File: src/u16u8_pkg.sv
// Shared types, constants and UTF-8 helper functions for the UTF-16 to UTF-8 encoder.
`default_nettype none
package u16u8_pkg;

   localparam int QUEUE_DEPTH_DEF = 4;
   localparam int CSR_INDEX_W     = 1;
   localparam int COUNT_W         = 32;
   localparam int CP_W            = 21;

   localparam logic [CSR_INDEX_W-1:0] CSR_LIMIT_ENABLED = 1'b0;
   localparam logic [CSR_INDEX_W-1:0] CSR_BYTE_LIMIT    = 1'b1;

   localparam logic [5:0]      SURR_HIGH_TAG = 6'b110110;
   localparam logic [5:0]      SURR_LOW_TAG  = 6'b110111;
   localparam logic [CP_W-1:0] CP_REPLACE    = 21'h00FFFD;
   localparam logic [CP_W-1:0] CP_SUPP_BASE  = 21'h010000;

   typedef enum logic [1:0] {
      STATUS_OK       = 2'd0,
      STATUS_BUDGET   = 2'd1,
      STATUS_UNPAIRED = 2'd2
   } status_type;

   typedef enum logic [1:0] {
      PH_IDLE,
      PH_CP0,
      PH_CP1,
      PH_STAT
   } phase_type;

   // Work for one accepted unit: up to two code points, then an optional status result.
   typedef struct packed {
      logic               last;
      logic [COUNT_W-1:0] base;
      logic               e0_v;
      logic [CP_W-1:0]    cp0;
      logic [2:0]         n0;
      logic               e1_v;
      logic [CP_W-1:0]    cp1;
      logic [2:0]         n1;
      logic               st_v;
      status_type         st;
   } desc_type;

   function automatic logic [2:0] utf8_len(input logic [CP_W-1:0] cp);
      logic [2:0] n;
      if (cp[20:16] != 5'd0) begin
         n = 3'd4;
      end else if (cp[15:11] != 5'd0) begin
         n = 3'd3;
      end else if (cp[10:7] != 4'd0) begin
         n = 3'd2;
      end else begin
         n = 3'd1;
      end
      return n;
   endfunction

   function automatic logic [7:0] utf8_byte(input logic [CP_W-1:0] cp,
                                            input logic [2:0] n,
                                            input logic [1:0] idx);
      logic [7:0] b;
      b = 8'h00;
      unique case (n)
         3'd1: b = {1'b0, cp[6:0]};
         3'd2: begin
            unique case (idx)
               2'd0:    b = {3'b110, cp[10:6]};
               default: b = {2'b10, cp[5:0]};
            endcase
         end
         3'd3: begin
            unique case (idx)
               2'd0:    b = {4'b1110, cp[15:12]};
               2'd1:    b = {2'b10, cp[11:6]};
               default: b = {2'b10, cp[5:0]};
            endcase
         end
         default: begin
            unique case (idx)
               2'd0: b = {5'b11110, cp[20:18]};
               2'd1: b = {2'b10, cp[17:12]};
               2'd2: b = {2'b10, cp[11:6]};
               2'd3: b = {2'b10, cp[5:0]};
            endcase
         end
      endcase
      return b;
   endfunction

endpackage
`default_nettype wire

File: src/u16u8_front.sv
// Front end: config registers, surrogate pairing, budget checks, work descriptors.
`default_nettype none
module u16u8_front (
   input  wire logic                              clock,
   input  wire logic                              reset,
   input  wire logic                              csr_write_en,
   input  wire logic [u16u8_pkg::CSR_INDEX_W-1:0] csr_index,
   input  wire logic [31:0]                       csr_wdata,
   input  wire logic                              req_valid,
   output logic                                   req_stall,
   input  wire logic [15:0]                       req_code_unit,
   input  wire logic                              req_last_unit,
   input  wire logic                              q_full,
   output logic                                   push,
   output u16u8_pkg::desc_type                    push_desc
);
   import u16u8_pkg::*;

   logic               limit_en_ff;
   logic [31:0]        limit_ff;
   logic               pend_ff, pend_in;
   logic [9:0]         pend_hi_ff, pend_hi_in;
   logic [31:0]        bw_ff, bw_in;
   status_type         fail_ff, fail_in;

   logic               accept;
   logic               is_hi, is_lo, had_fail;
   logic               e0_try, over0, e0_v, unit_done;
   logic               try1, emit1_try, over1, e1_v;
   logic               store_pend, fail2;
   logic [CP_W-1:0]    cp0, cp1;
   logic [2:0]         n0, n1;
   logic [3:0]         n01;
   logic [32:0]        sum0, sum1a, sum1b, sum1;
   status_type         new_fail;
   logic               st_v;

   assign req_stall = q_full;
   assign accept    = req_valid && !q_full;

   always_ff @(posedge clock) begin
      if (reset) begin
         limit_en_ff <= 1'b0;
         limit_ff    <= 32'd0;
      end else if (csr_write_en) begin
         unique case (csr_index)
            CSR_LIMIT_ENABLED: limit_en_ff <= csr_wdata[0];
            CSR_BYTE_LIMIT:    limit_ff    <= csr_wdata;
         endcase
      end
   end

   always_comb begin
      is_hi    = req_code_unit[15:10] == SURR_HIGH_TAG;
      is_lo    = req_code_unit[15:10] == SURR_LOW_TAG;
      had_fail = fail_ff != STATUS_OK;

      // held high surrogate resolves first: pair or replacement char
      e0_try    = !had_fail && pend_ff;
      cp0       = is_lo ? ({1'b0, pend_hi_ff, req_code_unit[9:0]} + CP_SUPP_BASE)
                        : CP_REPLACE;
      n0        = is_lo ? 3'd4 : 3'd3;
      sum0      = {1'b0, bw_ff} + 33'(n0);
      over0     = limit_en_ff && (sum0 > {1'b0, limit_ff});
      e0_v      = e0_try && !over0;
      unit_done = e0_try && is_lo;

      try1       = !had_fail && !(e0_try && over0) && !unit_done;
      cp1        = is_lo ? CP_REPLACE : {5'd0, req_code_unit};
      n1         = utf8_len(cp1);
      n01        = {1'b0, n0} + {1'b0, n1};
      sum1a      = {1'b0, bw_ff} + 33'(n1);
      sum1b      = {1'b0, bw_ff} + 33'(n01);
      sum1       = e0_v ? sum1b : sum1a;
      emit1_try  = try1 && !is_hi;
      over1      = limit_en_ff && (sum1 > {1'b0, limit_ff});
      e1_v       = emit1_try && !over1;
      fail2      = try1 && is_hi && req_last_unit;
      store_pend = try1 && is_hi && !req_last_unit;

      priority if (had_fail) begin
         new_fail = fail_ff;
      end else if ((e0_try && over0) || (emit1_try && over1)) begin
         new_fail = STATUS_BUDGET;
      end else if (fail2) begin
         new_fail = STATUS_UNPAIRED;
      end else begin
         new_fail = STATUS_OK;
      end
      st_v = had_fail ? req_last_unit : (new_fail != STATUS_OK);

      push = accept && (e0_v || e1_v || st_v);

      push_desc.last = req_last_unit;
      push_desc.base = bw_ff;
      push_desc.e0_v = e0_v;
      push_desc.cp0  = cp0;
      push_desc.n0   = n0;
      push_desc.e1_v = e1_v;
      push_desc.cp1  = cp1;
      push_desc.n1   = n1;
      push_desc.st_v = st_v;
      push_desc.st   = new_fail;

      pend_in    = pend_ff;
      pend_hi_in = pend_hi_ff;
      bw_in      = bw_ff;
      fail_in    = fail_ff;
      if (accept) begin
         if (req_last_unit) begin
            pend_in    = 1'b0;
            pend_hi_in = 10'd0;
            bw_in      = 32'd0;
            fail_in    = STATUS_OK;
         end else begin
            pend_in    = store_pend;
            pend_hi_in = store_pend ? req_code_unit[9:0] : 10'd0;
            fail_in    = new_fail;
            priority if (e1_v) begin
               bw_in = sum1[31:0];
            end else if (e0_v) begin
               bw_in = sum0[31:0];
            end else begin
               bw_in = bw_ff;
            end
         end
      end
   end

   always_ff @(posedge clock) begin
      if (reset) begin
         pend_ff    <= 1'b0;
         pend_hi_ff <= 10'd0;
         bw_ff      <= 32'd0;
         fail_ff    <= STATUS_OK;
      end else begin
         pend_ff    <= pend_in;
         pend_hi_ff <= pend_hi_in;
         bw_ff      <= bw_in;
         fail_ff    <= fail_in;
      end
   end

endmodule
`default_nettype wire

File: src/u16u8_queue.sv
// Short descriptor queue between front end and byte serializer.
`default_nettype none
module u16u8_queue #(
   parameter int DEPTH = u16u8_pkg::QUEUE_DEPTH_DEF
) (
   input  wire logic                 clock,
   input  wire logic                 reset,
   input  wire logic                 push,
   input  wire u16u8_pkg::desc_type  push_desc,
   input  wire logic                 pop,
   output logic                      head_valid,
   output u16u8_pkg::desc_type       head_desc,
   output logic                      full
);
   import u16u8_pkg::*;

   localparam int PTR_W = (DEPTH > 1) ? $clog2(DEPTH) : 1;
   localparam int CNT_W = $clog2(DEPTH + 1);

   desc_type          mem_ff [DEPTH];
   logic [PTR_W-1:0]  wr_ptr_ff, wr_ptr_in;
   logic [PTR_W-1:0]  rd_ptr_ff, rd_ptr_in;
   logic [CNT_W-1:0]  count_ff, count_in;
   logic              do_push, do_pop;

   assign full       = count_ff == CNT_W'(DEPTH);
   assign head_valid = count_ff != '0;
   assign head_desc  = mem_ff[rd_ptr_ff];
   assign do_push    = push && !full;
   assign do_pop     = pop && head_valid;

   always_comb begin
      wr_ptr_in = wr_ptr_ff;
      rd_ptr_in = rd_ptr_ff;
      count_in  = count_ff;
      if (do_push) begin
         wr_ptr_in = (wr_ptr_ff == PTR_W'(DEPTH - 1)) ? '0 : wr_ptr_ff + 1'b1;
      end
      if (do_pop) begin
         rd_ptr_in = (rd_ptr_ff == PTR_W'(DEPTH - 1)) ? '0 : rd_ptr_ff + 1'b1;
      end
      if (do_push && !do_pop) begin
         count_in = count_ff + 1'b1;
      end else if (do_pop && !do_push) begin
         count_in = count_ff - 1'b1;
      end
   end

   always_ff @(posedge clock) begin
      if (reset) begin
         wr_ptr_ff <= '0;
         rd_ptr_ff <= '0;
         count_ff  <= '0;
      end else begin
         wr_ptr_ff <= wr_ptr_in;
         rd_ptr_ff <= rd_ptr_in;
         count_ff  <= count_in;
      end
   end

   always_ff @(posedge clock) begin
      if (do_push) begin
         mem_ff[wr_ptr_ff] <= push_desc;
      end
   end

endmodule
`default_nettype wire

File: src/u16u8_back.sv
// Back end: walks a descriptor and emits one UTF-8 byte or status result per cycle while rsp_stall does not hold it.
`default_nettype none
module u16u8_back (
   input  wire logic                 clock,
   input  wire logic                 reset,
   input  wire logic                 head_valid,
   input  wire u16u8_pkg::desc_type  head_desc,
   output logic                      pop,
   output logic                      rsp_valid,
   input  wire logic                 rsp_stall,
   output logic [7:0]                rsp_out_byte,
   output logic                      rsp_byte_valid,
   output logic                      rsp_last_of_run,
   output logic                      rsp_string_done,
   output logic [1:0]                rsp_status,
   output logic [31:0]               rsp_byte_count
);
   import u16u8_pkg::*;

   phase_type        phase_ff, phase_in;
   logic [1:0]       idx_ff, idx_in;
   logic [31:0]      count_ff, count_in;

   logic             out_free, fire;
   phase_type        cur_ph, first_ph, after_ph;
   logic [CP_W-1:0]  cp;
   logic [2:0]       n;
   logic             is_byte, ph_end, item_end;
   logic [31:0]      cnt, cnt_out;
   logic [7:0]       byte_out;

   logic             rsp_valid_ff;
   logic [7:0]       out_byte_ff;
   logic             byte_valid_ff, last_run_ff, str_done_ff;
   logic [1:0]       status_ff;
   logic [31:0]      byte_count_ff;

   assign out_free = !rsp_valid_ff || !rsp_stall;
   assign fire     = head_valid && out_free;

   // output side: what the current step of the descriptor produces
   always_comb begin
      priority if (head_desc.e0_v) begin
         first_ph = PH_CP0;
      end else if (head_desc.e1_v) begin
         first_ph = PH_CP1;
      end else begin
         first_ph = PH_STAT;
      end
      cur_ph = (phase_ff == PH_IDLE) ? first_ph : phase_ff;
      cnt    = (phase_ff == PH_IDLE) ? head_desc.base : count_ff;

      unique case (cur_ph)
         PH_CP0: begin
            cp       = head_desc.cp0;
            n        = head_desc.n0;
            is_byte  = 1'b1;
            after_ph = head_desc.e1_v ? PH_CP1 : (head_desc.st_v ? PH_STAT : PH_IDLE);
         end
         PH_CP1: begin
            cp       = head_desc.cp1;
            n        = head_desc.n1;
            is_byte  = 1'b1;
            after_ph = head_desc.st_v ? PH_STAT : PH_IDLE;
         end
         PH_STAT, PH_IDLE: begin
            cp       = '0;
            n        = 3'd1;
            is_byte  = 1'b0;
            after_ph = PH_IDLE;
         end
      endcase

      byte_out = is_byte ? utf8_byte(cp, n, idx_ff) : 8'h00;
      ph_end   = !is_byte || (({1'b0, idx_ff} + 3'd1) == n);
      item_end = ph_end && (after_ph == PH_IDLE);
      cnt_out  = is_byte ? cnt + 32'd1 : cnt;
      pop      = fire && item_end;
   end

   // next state of the descriptor walk
   always_comb begin
      phase_in = phase_ff;
      idx_in   = idx_ff;
      count_in = count_ff;
      if (fire) begin
         count_in = cnt_out;
         if (item_end) begin
            phase_in = PH_IDLE;
            idx_in   = 2'd0;
         end else if (ph_end) begin
            phase_in = after_ph;
            idx_in   = 2'd0;
         end else begin
            phase_in = cur_ph;
            idx_in   = idx_ff + 2'd1;
         end
      end
   end

   always_ff @(posedge clock) begin
      if (reset) begin
         phase_ff <= PH_IDLE;
         idx_ff   <= 2'd0;
      end else begin
         phase_ff <= phase_in;
         idx_ff   <= idx_in;
      end
   end

   always_ff @(posedge clock) begin
      count_ff <= count_in;
   end

   always_ff @(posedge clock) begin
      if (reset) begin
         rsp_valid_ff <= 1'b0;
      end else if (fire) begin
         rsp_valid_ff <= 1'b1;
      end else if (!rsp_stall) begin
         rsp_valid_ff <= 1'b0;
      end
   end

   always_ff @(posedge clock) begin
      if (fire) begin
         out_byte_ff   <= byte_out;
         byte_valid_ff <= is_byte;
         last_run_ff   <= item_end;
         str_done_ff   <= item_end && head_desc.last;
         status_ff     <= is_byte ? STATUS_OK : head_desc.st;
         byte_count_ff <= cnt_out;
      end
   end

   assign rsp_valid       = rsp_valid_ff;
   assign rsp_out_byte    = out_byte_ff;
   assign rsp_byte_valid  = byte_valid_ff;
   assign rsp_last_of_run = last_run_ff;
   assign rsp_string_done = str_done_ff;
   assign rsp_status      = status_ff;
   assign rsp_byte_count  = byte_count_ff;

endmodule
`default_nettype wire

File: src/utf16_to_utf8_encoder.sv
// Top level of the UTF-16 to UTF-8 encoder: front end, descriptor queue, byte serializer.
//
//   channel  direction  handshake              payload
//   req      in         req_valid / req_stall  req_code_unit, req_last_unit
//   rsp      out        rsp_valid / rsp_stall  rsp_out_byte, rsp_byte_valid, rsp_last_of_run,
//                                              rsp_string_done, rsp_status, rsp_byte_count
//   csr      in         csr_write_en           csr_index, csr_wdata
//
// A unit causes 0 to 6 results, usually 1 to 3. The serializer, one result per cycle
// while rsp_stall does not hold it, sets the sustained rate; the front end takes one unit
// per cycle while the QUEUE_DEPTH-entry descriptor queue has room.
// Synchronous reset clears control state and both config registers, but not data registers.
// rsp_stall holds the output register; a full queue raises req_stall.
`default_nettype none
module utf16_to_utf8_encoder #(
   parameter int QUEUE_DEPTH = u16u8_pkg::QUEUE_DEPTH_DEF
) (
   input  wire logic                              clock,
   input  wire logic                              reset,
   input  wire logic                              csr_write_en,
   input  wire logic [u16u8_pkg::CSR_INDEX_W-1:0] csr_index,
   input  wire logic [31:0]                       csr_wdata,
   input  wire logic                              req_valid,
   output logic                                   req_stall,
   input  wire logic [15:0]                       req_code_unit,
   input  wire logic                              req_last_unit,
   output logic                                   rsp_valid,
   input  wire logic                              rsp_stall,
   output logic [7:0]                             rsp_out_byte,
   output logic                                   rsp_byte_valid,
   output logic                                   rsp_last_of_run,
   output logic                                   rsp_string_done,
   output logic [1:0]                             rsp_status,
   output logic [31:0]                            rsp_byte_count
);
   import u16u8_pkg::*;

   logic      q_full, push, pop, head_valid;
   desc_type  push_desc, head_desc;

   u16u8_front u_front (
      .clock         (clock),
      .reset         (reset),
      .csr_write_en  (csr_write_en),
      .csr_index     (csr_index),
      .csr_wdata     (csr_wdata),
      .req_valid     (req_valid),
      .req_stall     (req_stall),
      .req_code_unit (req_code_unit),
      .req_last_unit (req_last_unit),
      .q_full        (q_full),
      .push          (push),
      .push_desc     (push_desc)
   );

   u16u8_queue #(
      .DEPTH (QUEUE_DEPTH)
   ) u_queue (
      .clock      (clock),
      .reset      (reset),
      .push       (push),
      .push_desc  (push_desc),
      .pop        (pop),
      .head_valid (head_valid),
      .head_desc  (head_desc),
      .full       (q_full)
   );

   u16u8_back u_back (
      .clock           (clock),
      .reset           (reset),
      .head_valid      (head_valid),
      .head_desc       (head_desc),
      .pop             (pop),
      .rsp_valid       (rsp_valid),
      .rsp_stall       (rsp_stall),
      .rsp_out_byte    (rsp_out_byte),
      .rsp_byte_valid  (rsp_byte_valid),
      .rsp_last_of_run (rsp_last_of_run),
      .rsp_string_done (rsp_string_done),
      .rsp_status      (rsp_status),
      .rsp_byte_count  (rsp_byte_count)
   );

endmodule
`default_nettype wire

File: config.mk
export PLATFORM = sky130hd
export DESIGN_NAME = utf16_to_utf8_encoder
export DESIGN_NICKNAME = d
export VERILOG_FILES = /design/src/u16u8_pkg.sv /design/src/u16u8_front.sv /design/src/u16u8_queue.sv /design/src/u16u8_back.sv /design/src/utf16_to_utf8_encoder.sv
export SDC_FILE = /design/constraint.sdc
export NUM_CORES = 1
export LEC_CHECK = 0
export ABC_CLOCK_PERIOD_IN_PS = 7800
export BUFFER_PORTS_ARGS = -buffer_cell sky130_fd_sc_hd__buf_2
export CORE_MARGIN = 2
export CORE_UTILIZATION = 25
export DETAILED_ROUTE_END_ITERATION = 7
export PLACE_DENSITY = 0.48
export SYNTH_ARGS = -nofsm -noshare
export SYNTH_HDL_FRONTEND = slang
export SYNTH_SLANG_ARGS = --single-unit
File: constraint.sdc
create_clock -name clock -period 7.8 [get_ports clock]
set_input_delay 0.78 -clock clock [delete_from_list [all_inputs] [get_ports clock]]
set_output_delay 0.78 -clock clock [all_outputs]
set_load 0.005 [all_outputs]
==> impl_metrics.toml, run 1 <==
[run_status]
status = "completed"

[pwr]
comb_power_share_pct = 25.9
switchingPower_w = 0.00238
p_leak_nw = 9.74
p_seq_share_pct = 40.7
internal_power_w = 0.00537
switching_share_pct = 30.7
power_density_nw_per_um2 = 287
ir_drop_uv = 138
p_clk_share_pct = 33.4

[floorplan]
die_width_um = 301
die_h_um = 301
die-area_um2 = 90800
io_pins = 102
core_um2 = 88000
rows = 109
start_util_pct = 25.1

[route]
via_count = 14900
drt-pass1-iter-count = 7
via_per_inst = 4.69
post-route-drc-count = 0
wl_per_cell_um = 20.1
ant_nets = 0
wl_mm = 63.9
drt_iter0_markers = 1010

[clock_network]
cts_tree = "done"
clk_latency_ns = 0.60
clock_path_buffers = 3
hold_buffers = 0
root_buffer = "clkbuf_16"
cts-buffers-inserted = 48
htreeDepth = 2
path_clk_slew_ns = 0.06
cts.sinks = 453

[setup_path]
slowest_stage = "or4_1"
critPathArrivalTime_ns = 7.93
r2r_cells = 32
end_kind = "flop"
required_ns = 8.29
r2r_end = "u_front.bw_ff[7]$_SDFFE_PP0P_"
rrSetupSlack_ns = 0.45
r2r_start = "u_front.bw_ff[6]$_SDFFE_PP0P_"
cp_max_fo = 9
max_stage_delay_ns = 0.57
worstSetupPathType = "primary input to flop"
crit_path_start_kind = "primary input"

[placed_design]
hpwl_mm = 45.6
io_buffers = 101
dp_worst_setup_slack_ns = -0.752
place_congestion = 0.919
place_area_um2 = 25000
placed_cells = 3091

[sta]
relSlewSlack_pct = 21.6
fmaxAchievable_mhz = 134
fin_setup_tns_ns = 0
setup_viol = 0
tightest_slew_ns = 1.18
fin_skew_ns = 0.0186
timing_hold_violations_final = 0
whs_ns = 0.423
slew_viol_final = 0
period_needed_ns = 7.43
layout_setup_ws_ns = 0.365
min_period_over_period_pct = 95.3

[finish]
multi_input_area_um2 = 8920
fin_nets = 2126
stdcell_area_um2 = 27000
ff_latch_area_um2 = 12700
final_cells = 3185
layout-drive-gt1-share_pct = 24.5
area_delta_synth_final_pct = 22.0
num-fill-cells = 8907

[worst_hold_path]
hold_end = "u_front.limit_ff[29]$_SDFFE_PP0P_"
hold_depth = 3
min_from = "csr_wdata[29]"
min_path_type = "primary input to flop"

[yosys]
ys.flop_type = "edfxtp_1"
avgSynthCellArea_um2 = 12.7
synth_seq_area_share_pct = 57.4
yosysWarnings = 0
synth_commonest_cells = "edfxtp_1, nand2_1, nor2_1"
synth_cell_type_count = 82
synth_edf_count = 361
async_flop_share_pct = 0
synth_area_leaders = "edfxtp_1, dfxtp_1, mux4_2"
syn_area_um2 = 22100
syn_nets = 1891
synth_largest_area_cell = "edfxtp_1"
synthMostInstantiatedCell = "edfxtp_1"
yosys_register_bits = 453
synth_cells = 1744
synth_top_area_share_pct = 49.1

[job]
drv_cap = 0

[global_routing]
grt_pass1_wl_mm = 96.6
antenna_found_initial = 1
grt.overflow.total = 0
grt_pass1_vias = 15400
grt_max_degree = 60
grt_use_total_pct = 14.0
==> stage by stage <==
step / util (%) / total power [W]
5_1_grt: 30.6 / 0.00815
2_1_floorplan: - / 0.00446
3_3_place_gp: 28.4 / 0.00522
3_5_place_dp: 28.4 / 0.00524
6_report: 30.6 / 0.00775
4_1_cts: 30.4 / 0.00786
==> power by group through the flow <==
stage	sequential (W)	combinational, W	clock [W]
after floorplan	0.00315	0.00131	0
after global placement	0.00321	0.00201	0
after detailed placement	0.00321	0.00203	0
after CTS	0.00317	0.00204	0.00265
after global routing	0.00319	0.00222	0.00274
final	0.00315	0.00201	0.00258
==> layout by cell type, fill, tap and decap left out, types with 21 or more instances in the layout <==
master / Yosys / routed
mux2i_1: 27 / 27
or3_1: 29 / 29
nand4_1: 21 / 21
a21oi_1: 100 / 99
xor2_1: 43 / 41
ha_1: 86 / 86
a22oi_1: 21 / 21
xnor2_1: 60 / 55
nand2_1: 192 / 192
buf_4: 5 / 172
nor2_1: 116 / 113
dfxtp_1: 92 / 90
mux4_2: 79 / 79
o21ai_1: 21 / 22
o21ai_0: 24 / 23
inv_1: 66 / 65
clkbuf_16: 0 / 49
edfxtp_1: 361 / 361
buf_2: 26 / 101
nor3_1: 21 / 21
nand3_1: 34 / 32
==> what timing repair did <==
item | CTS | global route
resized for setup | 3 | 31
endpoints found under the setup margin | 14 | 45
pin swaps | 0 | 9
buffers inserted | 0 | 3
==> final cells by class <==
type / count / share of cell area, %
Antenna cell: 2 / 0.0186
Multi-Input combinational cell: 1131 / 33.1
Sequential cell: 453 / 47.1
Timing Repair Buffer: 275 / 6.78
Tap cell: 1165 / 5.41
Inverter: 70 / 0.984
Clock buffer: 64 / 4.83
Clock inverter: 25 / 1.79
==> kinds of logic after synthesis <==
logic type	share of synthesized area, %
flip-flops	57.4
AND/OR/NAND/NOR	11.2
AO/OA/AOI/OAI	9.14
buffers and inverters	3.03
XOR/XNOR	4.16
multiplexers	9.62
adder cells (fa/ha/maj)	5.41
==> worst max-delay path by stage <==
stage,startpoint,endpoint,cells past startpoint
after floorplan,req_code_unit[14],u_front.bw_ff[14]$_SDFFE_PP0P_,31
after global placement,req_code_unit[13],u_front.bw_ff[18]$_SDFFE_PP0P_,35
after detailed placement,req_code_unit[13],u_front.bw_ff[14]$_SDFFE_PP0P_,31
after CTS,req_code_unit[13],u_front.bw_ff[14]$_SDFFE_PP0P_,34
after global routing,req_code_unit[14],u_front.bw_ff[7]$_SDFFE_PP0P_,36
final,req_code_unit[14],u_front.bw_ff[7]$_SDFFE_PP0P_,36
==> registers in the layout, indices dropped and copies added, names as in the netlist, 2 cells and up, named ones only <==
name and count:
u_back.phase_ff 2, u_queue.wr_ptr_ff 2, u_queue.count_ff 3, u_front.pend_hi_ff 10, u_front.fail_ff 2, u_back.rsp_status 2, u_back.idx_ff 2, u_front.bw_ff 32
u_queue.rd_ptr_ff 2, u_queue.mem_ff 316, u_back.rsp_byte_count 32, u_back.rsp_out_byte 8, u_front.limit_ff 32
==> layer usage <==
metal / share of wire (%) / global-route usage, %
met2: 47 / 22.9
met5: 0 / 0
met1: 46 / 19.0
met3: 4.8 / 2.04
met4: 2.7 / 4.12
==> critical path: cells and delay by family <==
kind,cells,cell delay (ns)
buffers and inverters,6,0.88
adders and majority gates,4,1.10
and+or+nand+nor,14,2.59
AOI/OAI and AO/OA,9,1.78
muxes,1,0.32
xor gates and xnor gates,2,0.48
Note: power is estimated with default switching activity, not from simulation.
==> run 2: changes to the inputs <==
Settings changed: PLACE_DENSITY 0.48 to unset.
==> run 2 against run 1 <==
  * Sequential power about the same
  * Total power fell by 4.3%
  * Critical endpoint is now u_front.bw_ff[14]$_SDFFE_PP0P_
  * Routed wire length fell by 2.7%
  * Setup slack got worse by 0.098 ns
  * Core utilization down 0.24 points
  * Cell count down 0.31%
  * Clock power down 12%
==> impl_metrics.toml, run 2 (synthesis results as in run 1) <==
[clock_network]
root_buffer = "clkbuf_16"
clock_path_buffers = 3
clk_latency_ns = 0.62
cts.sinks = 453
path_clk_slew_ns = 0.06
cts_tree = "done"
cts-buffers-inserted = 48
htreeDepth = 2
hold_buffers = 0

[floorplan]
die-area_um2 = 90800
io_pins = 102
die_width_um = 301
rows = 109
die_h_um = 301
start_util_pct = 25.1
core_um2 = 88000

[pwr]
ir_drop_uv = 164
switchingPower_w = 0.00235
switching_share_pct = 31.6
p_clk_share_pct = 30.5
internal_power_w = 0.00507
p_leak_nw = 9.62
p_seq_share_pct = 42.7
comb_power_share_pct = 26.8
power_density_nw_per_um2 = 277

[route]
wl_per_cell_um = 19.6
wl_mm = 62.2
via_count = 15100
drt_iter0_markers = 1077
drt-pass1-iter-count = 5
post-route-drc-count = 0
ant_nets = 0
via_per_inst = 4.76

[finish]
largest_reg_flops = 316
final_common_cell = "edfxtp_1"
layout-drive-gt1-share_pct = 24.0
fin_nets = 2117
num-fill-cells = 8808
final_cells = 3175
stdcell_area_um2 = 26700
regMostFlops = "u_queue.mem_ff"
antenna_cells = 0
final_cell_mix = "edfxtp_1, nand2_1, buf_4"
area_delta_synth_final_pct = 21.0

[sta]
fmaxAchievable_mhz = 133
fin_skew_ns = 0.0607
slew_viol_final = 0
tightest_slew_ns = 1.11
timing_hold_violations_final = 0
setup_viol = 0
whs_ns = 0.408
relSlewSlack_pct = 26.0
min_period_over_period_pct = 96.6
period_needed_ns = 7.53

[placed_design]
place_area_um2 = 25000
io_buffers = 101
hpwl_mm = 44.8
placed_cells = 3083
place_congestion = 0.933

[global_routing]
grt_use_total_pct = 13.5
grt_pass1_wl_mm = 93.5
grt_pass1_vias = 15000
grt_max_degree = 65
grt.overflow.total = 0
antenna_found_initial = 0

[setup_path]
end_kind = "flop"
cpMostUsedCell = "buf_4"
worstSetupPathType = "primary input to flop"
slowest_stage = "or4_1"
cp_max_fo = 8
required_ns = 8.33
max_stage_delay_ns = 0.55
crit_path_start_kind = "primary input"
critPathArrivalTime_ns = 8.07

[run_status]
status = "completed"

[job]
drv_cap = 0

[worst_hold_path]
min_path_type = "primary input to flop"
run 2: cell count changes in the layout (fill, tap and decap cells not counted), moves of 2 or more:
cell       delta
clkinv_2     +10
xnor2_1       +5
diode_2       -2
clkinv_4      +3
xnor2_2       -5
bufinv_16     -9
inv_16        -2
nor4_2        -2
clkbuf_1      -4
buf_4        -16
inv_6         -2
clkinv_1      +4
buf_12        +7
run 2: path summary, 6_finish.rpt:
path	depth (start not counted)	endpoint	startpoint	slack [ns]
worst max-delay path	35	u_front.bw_ff[14]$_SDFFE_PP0P_	req_code_unit[14]	0.27
worst min-delay path	3	u_front.limit_ff[4]$_SDFFE_PP0P_	csr_wdata[4]	0.41
worst max register to register	29	u_front.bw_ff[14]$_SDFFE_PP0P_	u_front.bw_ff[9]$_SDFFE_PP0P_	0.39
worst min register to register	2	u_front.limit_ff[17]$_SDFFE_PP0P_	u_front.limit_ff[17]$_SDFFE_PP0P_	0.45
run 2: power groups by stage:
stage,Combinational (W),Sequential (W),Clock [W]
finish,0.00199,0.00317,0.00226
global route,0.00217,0.00321,0.00241
CTS,0.00200,0.00318,0.00232
detailed placement,0.00199,0.00323,0
global placement,0.00195,0.00322,0
floorplan,0.00131,0.00315,0
run 2: metal layers:
layer / wire length (um) / GRT usage [%] / part of all wire [%] / up-vias
li1: - / - / - / 6996
met1: 27800 / 18.5 / 45 / 7557
met2: 29300 / 21.9 / 47 / 461
met3: 3180 / 1.68 / 5.1 / 104
met4: 1910 / 4.64 / 3.1 / 0
met5: 0 / 0 / 0 / -
run 2: what timing repair did:
item	4_1_cts	5_1_grt
hold endpoints to repair	0	0
resized for setup	8	26
setup buffers	1	1
pin swaps	1	8
endpoints found under the setup margin	45	45
run 2: layout make-up:
type / count / area, um^2 / area share [%]
Multi-Input combinational cell: 1131 / 8910 / 33.3
Clock buffer: 60 / 1290 / 4.81
Timing Repair Buffer: 266 / 1850 / 6.91
Sequential cell: 453 / 12700 / 47.5
Tap cell: 1165 / 1460 / 5.45
Clock inverter: 30 / 285 / 1.07
Inverter: 70 / 265 / 0.992
run 2: per-stage QoR:
step           utilization, %  power (W)  setup WS, ns  TNS [ns]
6_report                 30.4    0.00742         0.267         0
5_1_grt                  30.4    0.00779       -0.0625    -0.135
4_1_cts                  30.3    0.00750       0.00809         0
3_5_place_dp             28.4    0.00522         -1.24    -45.55
3_3_place_gp             28.4    0.00517         -1.34    -50.79
2_1_floorplan               -    0.00446         0.141         0
run 2: worst max-delay path: cells and delay by family:
kind	cells	cell delay (ns)
AND/OR/NAND/NOR	16	3.22
AO/OA/AOI/OAI	7	1.51
adder cells (fa/ha/maj)	4	1.08
buffers and inverters	5	0.78
multiplexers	1	0.36
XOR/XNOR	2	0.31
==> run 3: changes to the inputs <==
Settings changed: ABC_CLOCK_PERIOD_IN_PS 7800 to 9730.
Clock period 7.8 ns to 9.73 ns, I/O delays scaled along.
==> run 3 against run 2 <==
  * Flip-flop and latch count did not move
  * Clock skew fell by 0.018 ns
  * Non-clock buffer count fell by 99
  * First-iteration DRC count rose by 11%
  * Count of clock-buffer cells in the layout rose by 2
  * Critical path depth rose by 1
  * Cell count fell by 3.3%
  * Largest cell class unchanged
  * Critical path type unchanged
  * Via count fell by 2.0%
  * Largest power group unchanged
  * Combinational power fell by 22%
  * Setup slack improved by 0.47 ns
  * Sequential share of layout area rose by 2.0 points
  * Routed wire length fell by 1.4%
==> impl_metrics.toml, run 3 (synthesis results as in run 1) <==
[setup_path]
cp.buffers_inverters = 5
slowest_stage = "or4_1"
critPathArrivalTime_ns = 9.43
end_kind = "flop"
max_stage_delay_ns = 0.63
cp_max_fo = 9
crit_path_start_kind = "primary input"
cpMostUsedCell = "buf_4"
crit_family = "simple AND/OR/NAND/NOR gates"
required_ns = 10.16
worstSetupPathType = "primary input to flop"

[floorplan]
die_h_um = 301
start_util_pct = 25.1
die-area_um2 = 90800
die_width_um = 301
core_um2 = 88000
rows = 109
io_pins = 102

[finish]
layout-drive-gt1-share_pct = 18.5
final_common_cell = "edfxtp_1"
num-fill-cells = 8876
final_cell_mix = "edfxtp_1, nand2_1, nor2_1"
fin_nets = 2017
area_delta_synth_final_pct = 16.2
largest_reg_flops = 316
regMostFlops = "u_queue.mem_ff"
antenna_cells = 0

[sta]
rsz0062_at_grt = "false"
period_needed_ns = 8.99
fin_setup_tns_ns = 0
fmaxAchievable_mhz = 111
slew_viol_final = 0
min_period_over_period_pct = 92.4
fin_skew_ns = 0.0427
timing_hold_violations_final = 0
relSlewSlack_pct = 22.1
setup_viol = 0
tightest_slew_ns = 1.17

[clock_network]
path_clk_slew_ns = 0.06
hold_buffers = 0
htreeDepth = 2
clock_path_buffers = 3
cts.repair.resized = 0
postCtsSetupBuffers = 0
clk_latency_ns = 0.60
cts_tree = "done"
cts-buffers-inserted = 47
cts.sinks = 453
root_buffer = "clkbuf_16"

[job]
drv_cap = 0

[global_routing]
grt_pass1_vias = 15000
antenna_found_initial = 0
grt.overflow.total = 0
grt_pass1_wl_mm = 92.2
grt_max_degree = 68
grt_use_total_pct = 13.3

[route]
wl_mm = 61.3
ant_nets = 0
post-route-drc-count = 0
wl_per_cell_um = 20.0
via_per_inst = 4.83
drt-pass1-iter-count = 8
via_count = 14800
drt_iter0_markers = 1192

[placed_design]
hpwl_mm = 43.6
place_congestion = 0.931
io_buffers = 101

[pwr]
power_density_nw_per_um2 = 228
p_leak_nw = 9.03
ir_drop_uv = 144
p_total_w = 0.00584

[worst_hold_path]
min_path_type = "flop to flop"

[run_status]
status = "completed"
## run 3: changes by cell type in the layout (fill, tap and decap cells not counted), sizes merged
cell,change
buf,-99
clkbuf,+2
clkinv,-6
clkinvlp,-2
## run 3: final timing paths
kind                                          start                                end  slack, ns  depth (start not counted)
hold reg to reg   u_front.limit_ff[21]$_SDFFE_PP0P_  u_front.limit_ff[21]$_SDFFE_PP0P_       0.45                          2
setup / recovery                  req_code_unit[14]      u_front.bw_ff[7]$_SDFFE_PP0P_       0.74                         36
setup reg to reg      u_front.bw_ff[6]$_SDFFE_PP0P_      u_front.bw_ff[7]$_SDFFE_PP0P_       0.77                         31
hold / removal    u_front.limit_ff[21]$_SDFFE_PP0P_  u_front.limit_ff[21]$_SDFFE_PP0P_       0.45                          2
## run 3: tightest hold or removal path: cells and delay by family, from the launching register on
| kind | cells | cell delay, ns |
|---|---|---|
| flip-flops | 1 | 0.31 |
| AND/OR/NAND/NOR | 1 | 0.05 |
| AO/OA/AOI/OAI | 1 | 0.05 |
## run 3: metal layers
metal  up-vias  share of wire [%]  routed length [um]  track usage [%]
met1      7433                 44               27000             17.8
met2       502                 48               29200             22.2
met4         0                2.1                1320             3.15
met5         -                  0                   0                0
met3        94                6.2                3800             2.23
li1       6787                  -                   -                -
## run 3: cell type report
cell class / instances / area, um^2 / share of cell area, %
inverter: 70 / 265 / 1.03
multi-input combinational: 1131 / 8760 / 34.1
tap: 1165 / 1460 / 5.68
clock inverter: 22 / 214 / 0.834
clock buffer: 62 / 1260 / 4.93
timing repair buffer: 167 / 1010 / 3.95
sequential: 453 / 12700 / 49.4
## run 3: through the flow
step / area (um^2) / setup slack (ns) / cells / utilization, % / hold slack (ns)
2_1_floorplan: 22100 / 1.88 / 1744 / - / 0.436
3_3_place_gp: 24200 / 0.489 / 2986 / 27.5 / 0.451
3_5_place_dp: 24200 / 0.365 / 2986 / 27.5 / 0.447
4_1_cts: 25700 / 0.962 / 3070 / 29.2 / 0.455
5_1_grt: 25700 / 0.443 / 3070 / 29.2 / 0.468
6_report: 25700 / 0.738 / 3070 / 29.2 / 0.453
## run 3: power by group
| part | switching (W) | leakage (nW) | internal (W) | total [W] |
|---|---|---|---|---|
| Combinational | 0.000937 | 4.10 | 0.000609 | 0.00155 |
| Clock | 0.000750 | 0.714 | 0.000996 | 0.00175 |
| Sequential | 0.000155 | 4.22 | 0.00239 | 0.00255 |
| Total | 0.00184 | 9.03 | 0.00400 | 0.00584 |
